--- config.mk ---
export PLATFORM = sky130hd
export DESIGN_NAME = keypad_calculator_core_top_flat
export DESIGN_NICKNAME = d
export VERILOG_FILES = /design/src/sv/kcc_pkg.sv /design/src/sv/kcc_if.sv /design/src/sv/keypad_calculator_core_top.sv /design/src/sv/kcc_muldiv.sv /design/src/flat_wrapper.sv
export SDC_FILE = /design/constraint.sdc
export NUM_CORES = 1
export LEC_CHECK = 0
export ABC_AREA = 0
export BUFFER_PORTS_ARGS = -buffer_cell sky130_fd_sc_hd__buf_2
export CAP_MARGIN = 20
export CELL_PAD_IN_SITES_DETAIL_PLACEMENT = 0
export CELL_PAD_IN_SITES_GLOBAL_PLACEMENT = 1
export CORE_MARGIN = 10
export CORE_UTILIZATION = 49
export DETAILED_ROUTE_END_ITERATION = 6
export PLACE_DENSITY = 0.93
export SYNTH_ARGS = -nofsm -noshare
export SYNTH_HDL_FRONTEND = slang
export SYNTH_SLANG_ARGS = --single-unit
--- constraint.sdc ---
create_clock -name clk -period 5.6 [get_ports clk]
set_clock_uncertainty 0.05 [all_clocks]
set_input_delay 1.12 -clock clk [delete_from_list [all_inputs] [get_ports clk]]
set_output_delay 1.12 -clock clk [all_outputs]
set_load 0.02 [all_outputs]
--- src/sv/kcc_pkg.sv ---
// Shared types and constants of the keypad calculator core.
package kcc_pkg;

	// Fixed field widths of the key and result words
	localparam int unsigned OPER_W  = 3;
	localparam int unsigned DIGIT_W = 4;
	localparam int unsigned CODE_W  = 3;
	localparam int unsigned SHOWN_W = 32;

	// Key event codes
	typedef enum logic [OPER_W-1:0] {
		OP_DIGIT   = 3'd0,
		OP_OPER    = 3'd1,
		OP_EQUALS  = 3'd2,
		OP_MEMPLUS = 3'd3,
		OP_MEMCLR  = 3'd4,
		OP_RECALL  = 3'd5,
		OP_ALLCLR  = 3'd6
	} kcc_op_t;

	// Pending arithmetic operator codes
	typedef enum logic [CODE_W-1:0] {
		OPR_ADD = 3'd0,
		OPR_SUB = 3'd1,
		OPR_MUL = 3'd2,
		OPR_DIV = 3'd3,
		OPR_EQ  = 3'd4
	} kcc_opr_t;

	// Sequencer states
	typedef enum logic [1:0] {
		ST_IDLE,
		ST_EXEC,
		ST_WAIT,
		ST_WRITE
	} kcc_state_t;

	// Request to the shared multiply/divide unit
	typedef struct packed {
		logic start;
		logic is_div;
	} kcc_md_req_t;

	// Map a raw operator key code onto a stored operator
	function automatic kcc_opr_t map_opr(input logic [CODE_W-1:0] code);
		kcc_opr_t r;
		case (code)
			OPR_ADD: r = OPR_ADD;
			OPR_SUB: r = OPR_SUB;
			OPR_MUL: r = OPR_MUL;
			OPR_DIV: r = OPR_DIV;
			default: r = OPR_EQ;
		endcase
		return r;
	endfunction

endpackage

--- src/sv/kcc_if.sv ---
// Valid/ready channel interfaces for key words and result words.
interface kcc_in_if import kcc_pkg::*; ();
	logic                valid;
	logic                ready;
	logic [OPER_W-1:0]   operation;
	logic [DIGIT_W-1:0]  digit_value;
	logic [CODE_W-1:0]   operator_code;

	modport source (output valid, operation, digit_value, operator_code, input ready);
	modport sink (input valid, operation, digit_value, operator_code, output ready);
endinterface

interface kcc_out_if import kcc_pkg::*; ();
	logic                       valid;
	logic                       ready;
	logic signed [SHOWN_W-1:0]  shown_result;
	logic signed [SHOWN_W-1:0]  shown_display;
	logic signed [SHOWN_W-1:0]  shown_memory;
	logic                       error_flag;

	modport source (output valid, shown_result, shown_display, shown_memory, error_flag,
		input ready);
	modport sink (input valid, shown_result, shown_display, shown_memory, error_flag,
		output ready);
endinterface

--- src/sv/keypad_calculator_core_top.sv ---
// Keypad calculator core: key sequencer, value registers and result register.
// One key word goes in at a time. A key word that needs no multiply or divide passes
// through the execute and write states to its result word; an operator or equals key that
// applies a pending multiply or divide also waits in the wait state between them for the
// shared bit-serial multiply/divide unit, which resolves one bit per cycle. The sequencer
// is ready for the next key word in the cycle after a result word is loaded into the output
// register, even while that word still waits for the sink. Values wrap at VALUE_WIDTH
// bits and are shown sign-extended or cut to 32 bits.
module keypad_calculator_core_top import kcc_pkg::*; #(
	parameter int unsigned VALUE_WIDTH = 32
) (
	input  logic     clk,
	input  logic     arst_n,
	kcc_in_if.sink   in_ch,
	kcc_out_if.source out_ch
);

	localparam int unsigned W = VALUE_WIDTH;

	kcc_state_t           state_q;
	kcc_state_t           state_nxt;

	// Latched key word
	kcc_op_t              op_q;
	logic [DIGIT_W-1:0]   dv_q;
	logic [CODE_W-1:0]    code_q;

	// Calculator state
	logic [W-1:0]         disp_q;
	logic [W-1:0]         acc_q;
	logic [W-1:0]         mem_q;
	kcc_opr_t             pend_q;
	logic                 err_q;

	// Output register
	logic                 out_valid_q;
	logic [SHOWN_W-1:0]   res_out_q;
	logic [SHOWN_W-1:0]   disp_out_q;
	logic [SHOWN_W-1:0]   mem_out_q;
	logic                 err_out_q;

	// Next-value logic
	logic [W-1:0]         disp_nxt;
	logic [W-1:0]         acc_nxt;
	logic [W-1:0]         mem_nxt;
	kcc_opr_t             pend_nxt;
	logic                 err_nxt;
	logic [W-1:0]         digit_val;
	logic [W-1:0]         disp_x10;
	logic [W-1:0]         apply_val;
	logic                 apply_fail;
	logic                 needs_apply;
	logic                 use_md;
	logic                 slot_free;
	logic                 in_ready;
	logic                 out_load;
	kcc_md_req_t          md_req;
	logic                 md_done;
	logic [W-1:0]         md_res;

	assign slot_free = !out_valid_q || out_ch.ready;

	// Digit entry: multiply by ten, then move the digit away from zero in the direction of the sign
	assign disp_x10  = {disp_q[W-4:0], 3'b000} + {disp_q[W-2:0], 1'b0};
	assign digit_val = disp_q[W-1] ? (disp_x10 - W'(dv_q)) : (disp_x10 + W'(dv_q));

	// Combinational part of applying the pending operator
	always_comb begin
		apply_fail = 1'b0;
		case (pend_q)
			OPR_ADD: apply_val = acc_q + disp_q;
			OPR_SUB: apply_val = acc_q - disp_q;
			OPR_DIV: begin
				apply_val  = '0;
				apply_fail = (disp_q == '0);
			end
			OPR_MUL: apply_val = '0;
			default: apply_val = disp_q;
		endcase
	end

	assign needs_apply = (op_q == OP_OPER) || ((op_q == OP_EQUALS) && !err_q);
	assign use_md      = needs_apply &&
		((pend_q == OPR_MUL) || ((pend_q == OPR_DIV) && (disp_q != '0)));

	// Next state of the sequencer
	always_comb begin
		state_nxt = state_q;
		case (state_q)
			ST_IDLE:  if (in_ch.valid) state_nxt = ST_EXEC;
			ST_EXEC:  state_nxt = use_md ? ST_WAIT : ST_WRITE;
			ST_WAIT:  if (md_done) state_nxt = ST_WRITE;
			ST_WRITE: if (slot_free) state_nxt = ST_IDLE;
			default:  state_nxt = ST_IDLE;
		endcase
	end

	// Sequencer outputs
	always_comb begin
		in_ready      = 1'b0;
		out_load      = 1'b0;
		md_req.start  = 1'b0;
		md_req.is_div = (pend_q == OPR_DIV);
		case (state_q)
			ST_IDLE:  in_ready = 1'b1;
			ST_EXEC:  md_req.start = use_md;
			ST_WRITE: out_load = slot_free;
			default:  ;
		endcase
	end

	// Next calculator state for the current key word
	always_comb begin
		disp_nxt = disp_q;
		acc_nxt  = acc_q;
		mem_nxt  = mem_q;
		pend_nxt = pend_q;
		err_nxt  = err_q;
		if (state_q == ST_WAIT) begin
			acc_nxt = md_res;
			if (op_q == OP_OPER) begin
				disp_nxt = '0;
				pend_nxt = map_opr(code_q);
			end else begin
				disp_nxt = md_res;
				pend_nxt = OPR_EQ;
			end
		end else begin
			case (op_q)
				OP_DIGIT: disp_nxt = digit_val;
				OP_OPER: begin
					acc_nxt  = apply_fail ? '0 : apply_val;
					err_nxt  = err_q | apply_fail;
					disp_nxt = '0;
					pend_nxt = map_opr(code_q);
				end
				OP_EQUALS: begin
					if (err_q) begin
						disp_nxt = '0;
						acc_nxt  = '0;
					end else begin
						acc_nxt  = apply_fail ? '0 : apply_val;
						disp_nxt = apply_fail ? '0 : apply_val;
						err_nxt  = apply_fail;
						pend_nxt = OPR_EQ;
					end
				end
				OP_MEMPLUS: mem_nxt = mem_q + disp_q;
				OP_MEMCLR:  mem_nxt = '0;
				OP_RECALL:  disp_nxt = mem_q;
				OP_ALLCLR: begin
					disp_nxt = '0;
					acc_nxt  = '0;
					mem_nxt  = '0;
					pend_nxt = OPR_EQ;
					err_nxt  = 1'b0;
				end
				default: ;
			endcase
		end
	end

	// Advance the sequencer and update calculator state
	always_ff @(posedge clk or negedge arst_n) begin
		if (!arst_n) begin
			state_q <= ST_IDLE;
			disp_q  <= '0;
			acc_q   <= '0;
			mem_q   <= '0;
			pend_q  <= OPR_EQ;
			err_q   <= 1'b0;
		end else begin
			state_q <= state_nxt;
			if ((state_q == ST_EXEC && !use_md) || (state_q == ST_WAIT && md_done)) begin
				disp_q <= disp_nxt;
				acc_q  <= acc_nxt;
				mem_q  <= mem_nxt;
				pend_q <= pend_nxt;
				err_q  <= err_nxt;
			end
		end
	end

	// Hold the accepted key word
	always_ff @(posedge clk) begin
		if (in_ready && in_ch.valid) begin
			op_q   <= kcc_op_t'(in_ch.operation);
			dv_q   <= in_ch.digit_value;
			code_q <= in_ch.operator_code;
		end
	end

	// Result word valid: set on load, drop once taken
	always_ff @(posedge clk or negedge arst_n) begin
		if (!arst_n) begin
			out_valid_q <= 1'b0;
		end else if (out_load) begin
			out_valid_q <= 1'b1;
		end else if (out_ch.ready) begin
			out_valid_q <= 1'b0;
		end
	end

	// Result word payload
	always_ff @(posedge clk) begin
		if (out_load) begin
			res_out_q  <= SHOWN_W'($signed(acc_q));
			disp_out_q <= SHOWN_W'($signed(disp_q));
			mem_out_q  <= SHOWN_W'($signed(mem_q));
			err_out_q  <= err_q;
		end
	end

	kcc_muldiv #(
		.VALUE_WIDTH(VALUE_WIDTH)
	) u_muldiv (
		.clk    (clk),
		.arst_n (arst_n),
		.req    (md_req),
		.a      (acc_q),
		.b      (disp_q),
		.done   (md_done),
		.result (md_res)
	);

	assign in_ch.ready          = in_ready;
	assign out_ch.valid         = out_valid_q;
	assign out_ch.shown_result  = res_out_q;
	assign out_ch.shown_display = disp_out_q;
	assign out_ch.shown_memory  = mem_out_q;
	assign out_ch.error_flag    = err_out_q;

endmodule

--- src/sv/kcc_muldiv.sv ---
// Bit-serial shared unit: wrapping multiply or signed truncating divide.
module kcc_muldiv import kcc_pkg::*; #(
	parameter int unsigned VALUE_WIDTH = 32
) (
	input  logic                   clk,
	input  logic                   arst_n,
	input  kcc_md_req_t            req,
	input  logic [VALUE_WIDTH-1:0] a,
	input  logic [VALUE_WIDTH-1:0] b,
	output logic                   done,
	output logic [VALUE_WIDTH-1:0] result
);

	localparam int unsigned W  = VALUE_WIDTH;
	localparam int unsigned CW = $clog2(W);

	logic                 busy_q;
	logic                 done_q;
	logic                 div_q;
	logic                 neg_q;
	logic [CW-1:0]        cnt_q;
	logic [W-1:0]         x_q;
	logic [W-1:0]         y_q;
	logic [W:0]           acc_q;

	logic [W-1:0]         mag_a;
	logic [W-1:0]         mag_b;
	logic [W:0]           rem_sh;
	logic [W:0]           rem_diff;
	logic [W-1:0]         quo;

	// Take operand magnitudes for the divider
	assign mag_a = a[W-1] ? (~a + 1'b1) : a;
	assign mag_b = b[W-1] ? (~b + 1'b1) : b;

	// One restoring-division step
	assign rem_sh   = {acc_q[W-1:0], x_q[W-1]};
	assign rem_diff = rem_sh - {1'b0, y_q};

	// Control: count one bit per cycle, pulse done after the last step
	always_ff @(posedge clk or negedge arst_n) begin
		if (!arst_n) begin
			busy_q <= 1'b0;
			done_q <= 1'b0;
			cnt_q  <= '0;
		end else begin
			done_q <= 1'b0;
			if (req.start) begin
				busy_q <= 1'b1;
				cnt_q  <= '0;
			end else if (busy_q) begin
				cnt_q <= cnt_q + 1'b1;
				if (cnt_q == CW'(W-1)) begin
					busy_q <= 1'b0;
					done_q <= 1'b1;
				end
			end
		end
	end

	// Datapath: load operands, then shift-add or shift-subtract
	always_ff @(posedge clk) begin
		if (req.start) begin
			div_q <= req.is_div;
			neg_q <= a[W-1] ^ b[W-1];
			acc_q <= '0;
			if (req.is_div) begin
				x_q <= mag_a;
				y_q <= mag_b;
			end else begin
				x_q <= a;
				y_q <= b;
			end
		end else if (busy_q) begin
			if (div_q) begin
				if (!rem_diff[W]) begin
					acc_q <= rem_diff;
					x_q   <= {x_q[W-2:0], 1'b1};
				end else begin
					acc_q <= rem_sh;
					x_q   <= {x_q[W-2:0], 1'b0};
				end
			end else begin
				if (y_q[0]) begin
					acc_q <= {1'b0, acc_q[W-1:0] + x_q};
				end
				x_q <= {x_q[W-2:0], 1'b0};
				y_q <= {1'b0, y_q[W-1:1]};
			end
		end
	end

	// Apply the quotient sign
	assign quo    = neg_q ? (~x_q + 1'b1) : x_q;
	assign result = div_q ? quo : acc_q[W-1:0];
	assign done   = done_q;

endmodule

--- src/flat_wrapper.sv ---
// flat-port wrapper written by rule: the top's interface ports become plain ports
module keypad_calculator_core_top_flat import kcc_pkg::*;
#(
	parameter int unsigned VALUE_WIDTH = 32
)
  (clk, arst_n, in_ch_valid, in_ch_operation, in_ch_digit_value, in_ch_operator_code, in_ch_ready, out_ch_valid, out_ch_shown_result, out_ch_shown_display, out_ch_shown_memory, out_ch_error_flag, out_ch_ready);
  kcc_in_if in_ch_i ();
  kcc_out_if out_ch_i ();
  input  logic clk;
  input  logic arst_n;
  input wire logic [$bits(in_ch_i.valid)-1:0] in_ch_valid;
  input wire logic [$bits(in_ch_i.operation)-1:0] in_ch_operation;
  input wire logic [$bits(in_ch_i.digit_value)-1:0] in_ch_digit_value;
  input wire logic [$bits(in_ch_i.operator_code)-1:0] in_ch_operator_code;
  output wire logic [$bits(in_ch_i.ready)-1:0] in_ch_ready;
  output wire logic [$bits(out_ch_i.valid)-1:0] out_ch_valid;
  output wire logic [$bits(out_ch_i.shown_result)-1:0] out_ch_shown_result;
  output wire logic [$bits(out_ch_i.shown_display)-1:0] out_ch_shown_display;
  output wire logic [$bits(out_ch_i.shown_memory)-1:0] out_ch_shown_memory;
  output wire logic [$bits(out_ch_i.error_flag)-1:0] out_ch_error_flag;
  input wire logic [$bits(out_ch_i.ready)-1:0] out_ch_ready;
  assign in_ch_i.valid = in_ch_valid;
  assign in_ch_i.operation = in_ch_operation;
  assign in_ch_i.digit_value = in_ch_digit_value;
  assign in_ch_i.operator_code = in_ch_operator_code;
  assign in_ch_ready = in_ch_i.ready;
  assign out_ch_valid = out_ch_i.valid;
  assign out_ch_shown_result = out_ch_i.shown_result;
  assign out_ch_shown_display = out_ch_i.shown_display;
  assign out_ch_shown_memory = out_ch_i.shown_memory;
  assign out_ch_error_flag = out_ch_i.error_flag;
  assign out_ch_i.ready = out_ch_ready;
  keypad_calculator_core_top #(.VALUE_WIDTH(VALUE_WIDTH)) u_core (.clk(clk), .arst_n(arst_n), .in_ch(in_ch_i), .out_ch(out_ch_i));
endmodule
# After elaboration in Yosys (flattened, before gate mapping)
# Index checks and enable logic that the tools add are counted.
# word_totals
ramBits	0
register_bits	315
n_memories	0
romBits	0
elab_cells	150
latchBits	0
# op_classes
n_eq_ne	21
magnitude_cmp	0
shifts	0
div	0
bitwise	6
muxes	52
n_mul	0
reduce_logical	37
n_addsub	12
# ops
op	n
$mux 32	20
$pmux 32 s3	2
$add 32x32->32	4
$pmux 32 s4	1
$add 32x1->32 const B	3
$not 32->32	3
$pmux 32 s2	1
$sub 33x32->33	1
$add 32x4->32	1
$logic_not 32->1	1
$reduce_bool 32->1	1
$sub 32x32->32	1
$sub 32x4->32	1
$eq 3x2->1 const B	6
$mux 1	16
$pmux 3 s4	1
$reduce_and 3->1	4
$mux 5	2
$eq 3x1->1 const B	3
$eq 3x3->1 const B	3
$logic_not 3->1	3
$mux 3	3
$pmux 3 s3	1
$pmux 2 s4	1
22 further kinds	45

# Logic depth before layout (Yosys ltp)
# depth
word_depth	8
depth_mapped	22

# Hierarchy
# A second synthesis with hierarchy kept.
# hier_totals
hier_cells	2961
area_unflattened_um2	25470.7
# modules_own_cells
mod	instances	area_each_um2	cells_per_inst	seq_area_each_um2
keypad_calculator_core_top	1	15413.5	1670	5791.8
kcc_muldiv	1	10057.1	1291	2797.7

# Worst setup path after synthesis
# Ideal clock, no wire load.
# synth_timing
path_kind	reg2reg
startpoint	register u_core.disp_q[1]
endpoint	register u_core.disp_q[31]
t_required_ns	5.423
path_buffers	0
setup_slack_ns	0.717
path_stages_with_launch	22
arrival_time_ns	4.707
period_less_slack_ns	4.883
cell_sequence	dfrtp_1 inv_1 ha_1 or3b_1 nor3_1 nor3b_1 nor3b_1 nor2_1 xnor2_1 ha_1 a21oi_1 o221ai_1 a21oi_1 o211ai_1 o211a_1 a221oi_1 o21ai_1 o41ai_1 xnor2_1 o211ai_1 a22oi_1 o21ai_1
# synth_via
elab_chain_cells	8
word_cells_on_any_way	21
cone_classes	5 x add/sub; 7 x mux; 9 x reduce/logical
# synth_rtl
item	line	text
from (decl)	keypad_calculator_core_top.sv:29	logic [W-1:0] disp_q;
from (signal assigned)	keypad_calculator_core_top.sv:175	disp_q <= disp_nxt;
parallel branches: the longest is 8 deep, another holds $add 32x32->32	n/a	
# Parallel ways; which one is timed is not known.
# A chain may end at the register's enable or synchronous reset.

# Worst setup path in the final report
# layout_timing
startpoint	register u_core.disp_q[0]
endpoint	register u_core.disp_q[31]
# The elaborated chain is that of the path after synthesis.

==> metrics.cfg <==
[status]
status=finished clean

[route]
vias_per_cell=6.14
drt_iter0_drc=2155
antenna_left=0
vias=22378
drc_errors=0
drt_wl_total_um=77600
wire_per_inst_um=21.3
dr.pass1.iters=6

[worst_setup_path]
critical-path-max-stage-delay_ns=0.43
r2r-start=u_core.disp_q[0]
crit_buf_inv=1
crit_start=u_core.disp_q[0]
crit_slowest_cell=or3b_1
critPathKind=flop to flop
arrival_ns=5.57
worstPathCellList=inv_1 -> ha_1 -> or3b_1 -> and4b_1 -> nand3_1 -> or3_1 -> nand2_1 -> xor2_1 -> ha_1 -> nand4_1 -> or2_2 -> nor2_1 -> o311a_1 -> o211a_1 -> a221oi_2 -> o21ai_1 -> o41ai_1 -> xnor2_1 -> o211ai_1 -> a22oi_1 -> o21ai_1
cp_max_fo=5
critPathTopFamily=simple AND/OR/NAND/NOR gates
critical_path_required_ns=6.00
endpoint_kind=flop
worst_setup_path_start_kind=flop

[timing]
hold_ws_ns=0.471
fin_crit_ns=5.17
finalHoldViolCount=0
rsz0062_at_grt=false
fin_crit_sh=0.922
tightest_slew_ns=0.976
relSlewSlack=0.347
fin_ws_ns=0.435
report.final.slew_viol_count=0
fmax_ghz=0.194
setup_viol=0
fin_tns_setup_ns=0

[synth]
ys_top_cells_by_area=edfxtp_1 (21%), dfrtp_1 (11%), ha_1 (8.6%)
syn_area_um2=24700
netlist.area_leader.share=0.210
postSynthCellCount=2867
synth_cell_type_count=89
yosys_warnings=0
synth-seq-cells=315
yosysSeqAreaShare=0.348
synth.largest_area_cell=edfxtp_1
syn_nets=3057
async_reset_ff_frac=0.349
postSynthAreaPerCell_um2=8.61
synth-main-ff-cell=edfxtp_1
synth_edf_count=173

[power]
p_per_area_nw_per_um2=699
p_int_mw=9.68
power_frac_clock=0.132
seqPwrFrac=0.238
p_leak_nw=11.3
share_comb_of_total_power=0.629
p_sw_frac=0.494
ir_worst_vdd_v=0.000387
p_sw_mw=9.47

[finish]
drive_gt1_frac=0.0986
final_nets=3131
syn2layout_area_growth_pct=11.0
layout_common_cells=nor2_1 (281), a21oi_1 (277), nand2_1 (246)
design_area_um2=27400
multi_input_area_um2=15300
seqCellArea_um2=8590
final_cells=3643
final_common_cell=nor2_1
diodes=0
nFillCells=4538

[clock_network]
cts.sinks=315
hold_buffers=0
clkTransAtPathRegs_ns=0.06
cts_buffers=38
cts_resized=0
cts_tree=done
clockBufferDepth=3
postCtsSetupBuffers=0
clk-insertion-delay-late_ns=0.57
htreeDepth=2
root_buffer=clkbuf_16

[floorplan]
dieArea_um2=59800
std_cell_rows=82
die_w_um=245
start_util=0.494
dieHeight_um=245
io_pins=113
core_um2=50000

[min_path]
hp-class=flop to flop
hold_start=u_core.acc_q[0]

[global_route]
grt_pass1_wl_um=121000
grt.overflow.total=0
grt_pass1_vias=21607
grt_max_degree=56
antenna_found_initial=0
grt_usage=0.251

[placement]
placed_cell_area_um2=26100
placedCellCount=3573
io_buffers=112
gp_congestion=0.940
place_hpwl_um=59400
pre_cts_ws_ns=0.288

[run]
drv_cap=0

through the flow:
stage | power [mW] | utilization
floorplan | 13.2 | -
global placement | 16.1 | 0.523
detailed placement | 16.3 | 0.523
CTS | 18.9 | 0.548
global route | 20.6 | 0.549
finish | 19.1 | 0.549
per-layer routing:
metal  up-vias  GRT usage  wire length, um
met5         -          0                0
li1      10730          -                -
met2       814      0.412            35800
met3       124     0.0354             5090
met4         0     0.0763             2140
met1     10710      0.338            34600
synth_stat cells (8+ instances only):
master / n
mux2i_1: 28
a21boi_0: 8
a222oi_1: 9
nand4_1: 26
and3_1: 24
a221oi_1: 20
a31oi_1: 25
buf_1: 9
a22oi_1: 45
mux2_2: 8
nor2b_1: 24
o31ai_1: 26
o211ai_1: 24
nand2b_1: 29
o22ai_1: 14
or2_2: 13
dfrtp_1: 109
or3_1: 25
nand2_1: 247
a211oi_1: 24
nand3_1: 53
o221ai_1: 12
nor2_1: 283
dfxtp_1: 32
o41ai_1: 13
a21oi_1: 278
or4_1: 9
a21o_1: 55
and2_1: 19
xnor2_1: 150
edfxtp_1: 173
nor4_1: 20
o21ai_1: 37
xor2_1: 123
a211o_1: 14
a22o_1: 33
clkbuf_1: 130
o21a_1: 28
ha_1: 169
nor3_1: 58
o21bai_1: 27
o21ai_0: 199
inv_1: 108
registers in the layout, indices dropped and copies added, names as in the netlist, 5 cells and up:
register and flops:
u_core.u_muldiv.y_q 32, u_core.out_ch.shown_memory 32, u_core.mem_q 32, u_core.out_ch.shown_display 32, u_core.disp_q 32, u_core.u_muldiv.acc_q 32, u_core.u_muldiv.x_q 32, u_core.u_muldiv.cnt_q 5
u_core.acc_q 32, u_core.out_ch.shown_result 32
kinds of logic after synthesis:
kind of cell	share of synthesized area
compound gates	0.250
simple gates	0.161
flops	0.348
xor+xnor	0.0968
buf+inv	0.0380
fa+ha+maj	0.0913
mux	0.0159
power groups by stage:
stage | sequential, mW | combinational (mW) | clock (mW)
2_1_floorplan | 4.38 | 8.78 | 0
3_3_place_gp | 4.54 | 11.5 | 0
3_5_place_dp | 4.56 | 11.7 | 0
4_1_cts | 4.52 | 11.8 | 2.57
5_1_grt | 4.65 | 13.3 | 2.65
6_report | 4.56 | 12.1 | 2.54
worst register-to-register path, cell delays in order (launching register included):
cell and delay (ns):
dfrtp_1 0.37, inv_1 0.17, ha_1 0.22, or3b_1 0.43
and4b_1 0.36, nand3_1 0.19, or3_1 0.41, nand2_1 0.09
xor2_1 0.16, ha_1 0.30, nand4_1 0.13, or2_2 0.15
nor2_1 0.06, o311a_1 0.17, o211a_1 0.30, a221oi_2 0.40
o21ai_1 0.13, o41ai_1 0.32, xnor2_1 0.22, o211ai_1 0.14
a22oi_1 0.20, o21ai_1 0.09
cell type report:
class                           instances  area share
Inverter                              110      0.0151
Clock inverter                         23     0.00762
Clock buffer                           47      0.0390
Multi-Input combinational cell       2302       0.557
Tap cell                              672      0.0307
Timing Repair Buffer                  174      0.0375
Sequential cell                       315       0.313
path summary, 6_finish.rpt:
kind	end	slack, ns	cells after the start
max reg2reg	u_core.disp_q[31]	0.43	21
min in group asynchronous	u_core.state_q[0]	0.49	1
max in group asynchronous	u_core.mem_q[1]	4.02	2
min reg2reg	u_core.out_ch.shown_result[0]	0.47	0
max	u_core.disp_q[31]	0.43	21
min	u_core.out_ch.shown_result[0]	0.47	0
(Power assumes the default switching activity.)
